File: config.mk
export PLATFORM = sky130hd
export DESIGN_NAME = erm_cordic
export DESIGN_NICKNAME = d
export VERILOG_FILES = /design/src/rtl/core/erm_pkg.sv /design/src/rtl/core/erm_cordic.sv
export SDC_FILE = /design/constraint.sdc
export NUM_CORES = 2
export LEC_CHECK = 0
export ABC_AREA = 0
export BUFFER_PORTS_ARGS = -buffer_cell sky130_fd_sc_hd__buf_2
export CAP_MARGIN = 20
export CORE_UTILIZATION = 60
export CTS_BUF_LIST = sky130_fd_sc_hd__clkbuf_4 sky130_fd_sc_hd__clkbuf_8
export CTS_CLUSTER_SIZE = 40
export DETAILED_ROUTE_END_ITERATION = 8
export PLACE_DENSITY = 0.78
export SLEW_MARGIN = 20
export SYNTH_ARGS = -nofsm -noshare
export SYNTH_HDL_FRONTEND = slang
export SYNTH_SLANG_ARGS = --single-unit
File: constraint.sdc
create_clock -name aclk -period 24.7 [get_ports aclk]
set_clock_uncertainty 0.2 [all_clocks]
set_input_delay 1.235 -clock aclk [delete_from_list [all_inputs] [get_ports aclk]]
set_output_delay 1.235 -clock aclk [all_outputs]
set_load 0.1 [all_outputs]
File: src/rtl/core/erm_pkg.sv
// ----------------------------------------------------------------------------
// erm_pkg: shared constants and types for the euler rotation matrix
// working word of 30 fraction bits, cordic angle table, lane payload types
// ----------------------------------------------------------------------------
package erm_pkg;

    localparam int WFRAC = 30;
    localparam int WW = 34;   // working word: signed, room for +-2*pi at 2^-30
    localparam int PW = 2 * WW;

    localparam int DEF_ANGLE_FRAC_BITS = 13;
    localparam int DEF_COEF_FRAC_BITS  = 14;
    localparam int DEF_CORDIC_STAGES   = 16;

    localparam logic signed [WW-1:0] ONE_W      = 34'sd1073741824;
    localparam logic signed [WW-1:0] PI_W       = 34'sd3373259426;
    localparam logic signed [WW-1:0] HALF_PI_W  = 34'sd1686629713;
    localparam logic signed [WW-1:0] TWO_PI_W   = 34'sd6746518852;
    localparam logic signed [WW-1:0] GAIN_INV_W = 34'sd652032874;

    typedef logic signed [WW-1:0] word_t;

    typedef struct packed {
        word_t s;
        word_t c;
    } sincos_t;

    function automatic word_t atan_step(input int i);
        case (i)
            0: atan_step = 34'sd843314857;
            1: atan_step = 34'sd497837829;
            2: atan_step = 34'sd263043837;
            3: atan_step = 34'sd133525159;
            4: atan_step = 34'sd67021687;
            5: atan_step = 34'sd33543516;
            6: atan_step = 34'sd16775851;
            7: atan_step = 34'sd8388437;
            8: atan_step = 34'sd4194283;
            9: atan_step = 34'sd2097149;
            default: begin
                if (i <= 30) atan_step = word_t'(34'sd1 <<< (30 - i));
                else atan_step = '0;
            end
        endcase
    endfunction

    function automatic word_t sat_w(input word_t v);
        if (v > ONE_W) sat_w = ONE_W;
        else if (v < -ONE_W) sat_w = -ONE_W;
        else sat_w = v;
    endfunction

    // rounded product of two values at 2^-30, both within +-1
    function automatic word_t mulw(input word_t a, input word_t b);
        logic signed [PW-1:0] p;
        p = PW'(a) * PW'(b) + (PW'(1) <<< (WFRAC - 1));
        mulw = word_t'(p >>> WFRAC);
    endfunction

endpackage

File: src/rtl/core/erm_cordic.sv
// ----------------------------------------------------------------------------
// erm_cordic: one sine/cosine lane
// angle range reduction, pipelined rotation-mode cordic, quadrant fix-up
// ----------------------------------------------------------------------------
module erm_cordic import erm_pkg::*; #(
    parameter int ANGLE_FRAC_BITS = DEF_ANGLE_FRAC_BITS,
    parameter int CORDIC_STAGES   = DEF_CORDIC_STAGES
) (
    input  logic               aclk,
    input  logic               en,
    input  logic signed [15:0] angle,
    output sincos_t            result
);

    // number of 2*pi binary multiples needed to bring the largest input below 2*pi
    function automatic int wrap_steps();
        longint lim;
        int     k;
        lim = longint'(1) <<< (WFRAC - ANGLE_FRAC_BITS + 15);
        k = 0;
        while ((longint'(TWO_PI_W) <<< k) <= lim) k++;
        return k;
    endfunction

    localparam int N     = CORDIC_STAGES;
    localparam int RW    = (WFRAC - ANGLE_FRAC_BITS + 17 > WW) ?
                           (WFRAC - ANGLE_FRAC_BITS + 17) : WW;
    localparam int NWRAP = wrap_steps();

    typedef logic signed [RW-1:0] wide_t;

    // range reduction: truncating remainder by 2*pi on the magnitude,
    // subtracting 2*pi * 2^k from the largest k down
    wide_t z_in, z_mag;
    word_t z_r1, z_r2;
    logic  neg_in;
    always_comb begin
        z_in = wide_t'(angle) <<< (WFRAC - ANGLE_FRAC_BITS);
        z_mag = z_in[RW-1] ? -z_in : z_in;
        for (int k = NWRAP - 1; k >= 0; k--) begin
            if (z_mag >= (wide_t'(TWO_PI_W) <<< k)) z_mag = z_mag - (wide_t'(TWO_PI_W) <<< k);
        end
        z_r1 = word_t'(z_in[RW-1] ? -z_mag : z_mag);
        if (z_r1 > PI_W) z_r1 = z_r1 - TWO_PI_W;
        if (z_r1 < -PI_W) z_r1 = z_r1 + TWO_PI_W;
        neg_in = 1'b0;
        z_r2 = z_r1;
        if (z_r1 > HALF_PI_W) begin
            z_r2 = z_r1 - PI_W;
            neg_in = 1'b1;
        end else if (z_r1 < -HALF_PI_W) begin
            z_r2 = z_r1 + PI_W;
            neg_in = 1'b1;
        end
    end

    word_t x_reg [N+1];
    word_t y_reg [N+1];
    word_t z_reg [N+1];
    logic  neg_reg [N+1];

    always_ff @(posedge aclk) begin
        if (en) begin
            x_reg[0]   <= GAIN_INV_W;
            y_reg[0]   <= '0;
            z_reg[0]   <= z_r2;
            neg_reg[0] <= neg_in;
        end
    end

    for (genvar i = 0; i < N; i++) begin : g_stage
        word_t xs, ys, at;
        assign xs = (i < WW) ? (x_reg[i] >>> i) : (x_reg[i] >>> (WW - 1));
        assign ys = (i < WW) ? (y_reg[i] >>> i) : (y_reg[i] >>> (WW - 1));
        assign at = atan_step(i);
        always_ff @(posedge aclk) begin
            if (en) begin
                neg_reg[i+1] <= neg_reg[i];
                if (!z_reg[i][WW-1]) begin
                    x_reg[i+1] <= x_reg[i] - ys;
                    y_reg[i+1] <= y_reg[i] + xs;
                    z_reg[i+1] <= z_reg[i] - at;
                end else begin
                    x_reg[i+1] <= x_reg[i] + ys;
                    y_reg[i+1] <= y_reg[i] - xs;
                    z_reg[i+1] <= z_reg[i] + at;
                end
            end
        end
    end

    always_ff @(posedge aclk) begin
        if (en) begin
            result.s <= sat_w(neg_reg[N] ? -y_reg[N] : y_reg[N]);
            result.c <= sat_w(neg_reg[N] ? -x_reg[N] : x_reg[N]);
        end
    end

endmodule

==> run summary <==
====================================================================================
Slew HR ...............................................................        21.1%
Type of the worst setup path ..........................................    in -> reg
Final setup violation count ...........................................            0
Net count after synthesis .............................................        14.2k
Post-route clock period utilization ...................................        45.5%
Clock tree from TritonCTS .............................................          yes
Post-layout nets ......................................................        14.4k
Global-route wire length before repair ................................   491,000 um
Number of ports placed on the die boundary ............................           86
Endpoint, Worst Hold .................................................. neg_reg[0][4]$_DFFE_PP_
Setup TNS .............................................................         0 ps
Number of pins exceeding their max-slew limit in the final report .....            0
Register area share after synthesis ...................................        36.5%
Worst R2R Setup Slack .................................................    17,350 ps
Filler cells ..........................................................        16.2k
Wire length reported by the detailed router ...........................   311,000 um
Number of buffers on the longest clock path ...........................            4
Worst hold slack ......................................................       219 ps
Vias in the first global route ........................................        94.1k
Number of port buffers ................................................           85
Number of hold-slack violations in the final timing report ............            0
DIE AREA ..............................................................  207,000 um2
Number of synthesized register bits ...................................        1,495
Core box area .........................................................  203,000 um2
Number of enable-type register cells in the synthesized netlist .......        1,495
Prevailing post-synth register cell ................................... sky130_fd_sc_hd__edfxtp_1
Clock Sinks ...........................................................        1,495
DRT iter0 DRCs ........................................................        7,522
Largest stage delay on the critical path ..............................       820 ps
Clock insertion delay at the later pin of the skew report .............      1030 ps
Post-CTS setup buffers ................................................            0
Routability congestion estimate from global placement .................        0.972
Pin count of the biggest net entering global routing ..................          182
HP Start .............................................................. neg_reg[0][3]$_DFFE_PP_
Ratio of cells with drive above 1 in the final layout .................        5.70%
Total number of vias ..................................................        98.0k
Share of flip-flops with an asynchronous set or reset after synthesis .           0%
Maximum Capacitance Violations ........................................            0
Synth unique cells ....................................................          105
Flip-flop count of the largest register after layout ..................          511
Hold path cells .......................................................            0
GRT Residual Overflow .................................................            0
Synthesized area per cell .............................................     9.60 um2
Unrepaired setup endpoints after global routing .......................        false
Clock slew at reported path FFs .......................................        60 ps
Ys Warns ..............................................................            0
Residual DRC ..........................................................            0
Startpoint of the lowest-slack register-to-register path .............. z_reg[8][33]$_DFFE_PP_
Final routed wire length divided by cell count ........................      19.6 um
Arr. time, crit path ..................................................    11,810 ps
Area of the mapped netlist ............................................  123,000 um2
Number of detailed-route iterations in the first pass .................            8
Antenna-violating nets left ...........................................            0
R2R Path End .......................................................... y_reg[9][30]$_DFFE_PP_
Maximum level of the CTS H-tree .......................................            5
Hold-fix buffer count after cts .......................................            0
Post-CTS sizing .......................................................            0
Run status ............................................................ complete, no violations
CTS Root Cell ......................................................... sky130_fd_sc_hd__clkbuf_8
Post-layout minimum cycle time ........................................    11,240 ps
GRT Overall Usage .....................................................        29.4%
Overall die height ....................................................       455 um
Horizontal die dimension ..............................................       455 um
WP data required ......................................................    25,260 ps
Transition time at the pin with the least slew margin .................      1170 ps
Critical-path top delay cell .......................................... sky130_fd_sc_hd__xnor2_1
Antenna violations before repair ......................................            4
Number of clock buffers inserted by TritonCTS .........................          283
Dpl hpwl ..............................................................   242,000 um
Startpoint type of the worst setup path ............................... primary input
Cell row count ........................................................          165
Highest clock rate ....................................................   0.0890 GHz
Hold Path Class .......................................................   reg -> reg
Crit-path most repeated cell .......................................... sky130_fd_sc_hd__ha_1
Maximum fanout along the worst path ...................................           24
Via count normalized by instance count ................................         6.18
Synthesized instance count ............................................        12.8k
Worst R2R Path Depth ..................................................           26
Layout overhead on the synthesized area ...............................        7.12%
Starting density of the core ..........................................        60.6%
Type of element capturing the critical path ...........................         flop
====================================================================================
[logic make-up (layout without fill, tap and decap cells)]
group | Yosys count | count (layout) | synth area share (%)
DFF | 1495 | 1495 | 36.5
xor gates and xnor gates | 1850 | 1850 | 13.2
and+or+nand+nor | 4108 | 4108 | 16.0
AOI/OAI and AO/OA | 3058 | 3058 | 16.3
other | 0 | 9 | 0
buffers and inverters | 757 | 1141 | 2.35
adders and majority gates | 1406 | 1406 | 14.6
muxes | 129 | 129 | 1.10
[routing by layer]
metal / track usage (%) / vias up / part of all wire (%)
met5: 0 / - / 0
met4: 12.7 / 0 / 4.3
met3: 4.38 / 717 / 6.5
met2: 48.3 / 2956 / 46
met1: 38.6 / 46700 / 43
li1: - / 47600 / -
[metrics by stage]
stage                     util (%)  setup slack [ps]  cell area [um2]  std cells
after floorplan                  -             15880           123000      12800
after global placement        62.2             12340           126000      15400
after detailed placement      62.2             12380           126000      15400
after CTS                     64.9             13490           132000      15900
after global routing          64.9             12690           132000      15900
final                         64.9             13460           132000      15900
[cells in the mapped netlist (all sizes together) (24+ instances only)]
library cell,n,share of area (%)
a2111oi,43,0.32
a211o,50,0.36
a211oi,110,0.67
a21boi,86,0.53
a21o,189,1.2
a21oi,943,3.8
a31oi,95,0.50
a41o,34,0.28
a41oi,36,0.26
and2,107,0.54
and3,98,0.50
buf,48,0.18
clkbuf,188,0.57
edfxtp,1495,37
fa,41,0.67
ha,1365,14
inv,513,1.6
mux2,50,0.46
mux2i,79,0.65
nand2,772,2.4
nand2b,209,1.1
nand3,334,1.4
nand4,27,0.14
nor2,1284,3.9
nor2b,192,0.98
nor3,611,2.5
nor3b,35,0.22
nor4,89,0.48
o2111ai,35,0.26
o211ai,68,0.42
o21a,231,1.4
o21ai,574,2.3
o21bai,153,0.93
o31a,24,0.17
o31ai,133,0.83
o41a,31,0.28
o41ai,69,0.49
or2,52,0.26
or3,179,0.91
or4,51,0.32
xnor2,1291,9.2
xor2,559,4.0
[worst max-delay path by stage]
stage               startpoint                     end  slack [ps]  cells past startpoint
finish                angle[0]  z_reg[0][31]$_DFFE_PP_       13460                     33
global route          angle[0]  z_reg[0][31]$_DFFE_PP_       12690                     33
CTS                   angle[0]  z_reg[0][31]$_DFFE_PP_       13490                     33
detailed placement    angle[0]  z_reg[0][23]$_DFFE_PP_       12380                     33
global placement      angle[0]  z_reg[0][22]$_DFFE_PP_       12340                     30
floorplan            angle[15]  z_reg[0][23]$_DFFE_PP_       15880                     39
[cell usage in the layout (no fill, tap or decap), types with 106 or more instances in the layout]
master / netlist / layout
sky130_fd_sc_hd__xnor2_1: 1291 / 1290
sky130_fd_sc_hd__nand2_1: 772 / 771
sky130_fd_sc_hd__nand2b_1: 209 / 208
sky130_fd_sc_hd__o21a_1: 231 / 231
sky130_fd_sc_hd__nor3_1: 609 / 608
sky130_fd_sc_hd__o31ai_1: 131 / 131
sky130_fd_sc_hd__inv_1: 511 / 509
sky130_fd_sc_hd__nor2b_1: 192 / 192
sky130_fd_sc_hd__ha_1: 1365 / 1365
sky130_fd_sc_hd__a21o_1: 189 / 189
sky130_fd_sc_hd__edfxtp_1: 1495 / 1495
sky130_fd_sc_hd__and2_1: 106 / 106
sky130_fd_sc_hd__o21bai_1: 153 / 153
sky130_fd_sc_hd__or3_1: 179 / 179
sky130_fd_sc_hd__a21oi_1: 943 / 943
sky130_fd_sc_hd__xor2_1: 559 / 559
sky130_fd_sc_hd__nor2_1: 1281 / 1281
sky130_fd_sc_hd__nand3_1: 334 / 334
sky130_fd_sc_hd__a211oi_1: 110 / 110
sky130_fd_sc_hd__clkbuf_8: 0 / 288
sky130_fd_sc_hd__o21ai_0: 568 / 568
[final cells by class]
class                           count  area (um2)  share of cell area [%]
Clock buffer                      350        4430                    3.36
Timing Repair Buffer              149         937                   0.712
Multi-Input combinational cell  10600       75200                    57.1
Sequential cell                  1495       44900                    34.1
Tap cell                         2672        3340                    2.54
Clock inverter                    121         912                   0.693
Inverter                          521        1960                    1.48
Antenna cell                        9        22.5                  0.0171
[worst max-delay path: cells and delay by family]
family / cells / cell delay, ps
fa+ha+maj: 4 / 1420
buf+inv: 6 / 1840
simple gates: 8 / 2520
compound gates: 13 / 3790
xor+xnor: 2 / 980
Power is not shown: default switching activity piles up to over one toggle a cycle in this logic, so the estimate is an artifact.
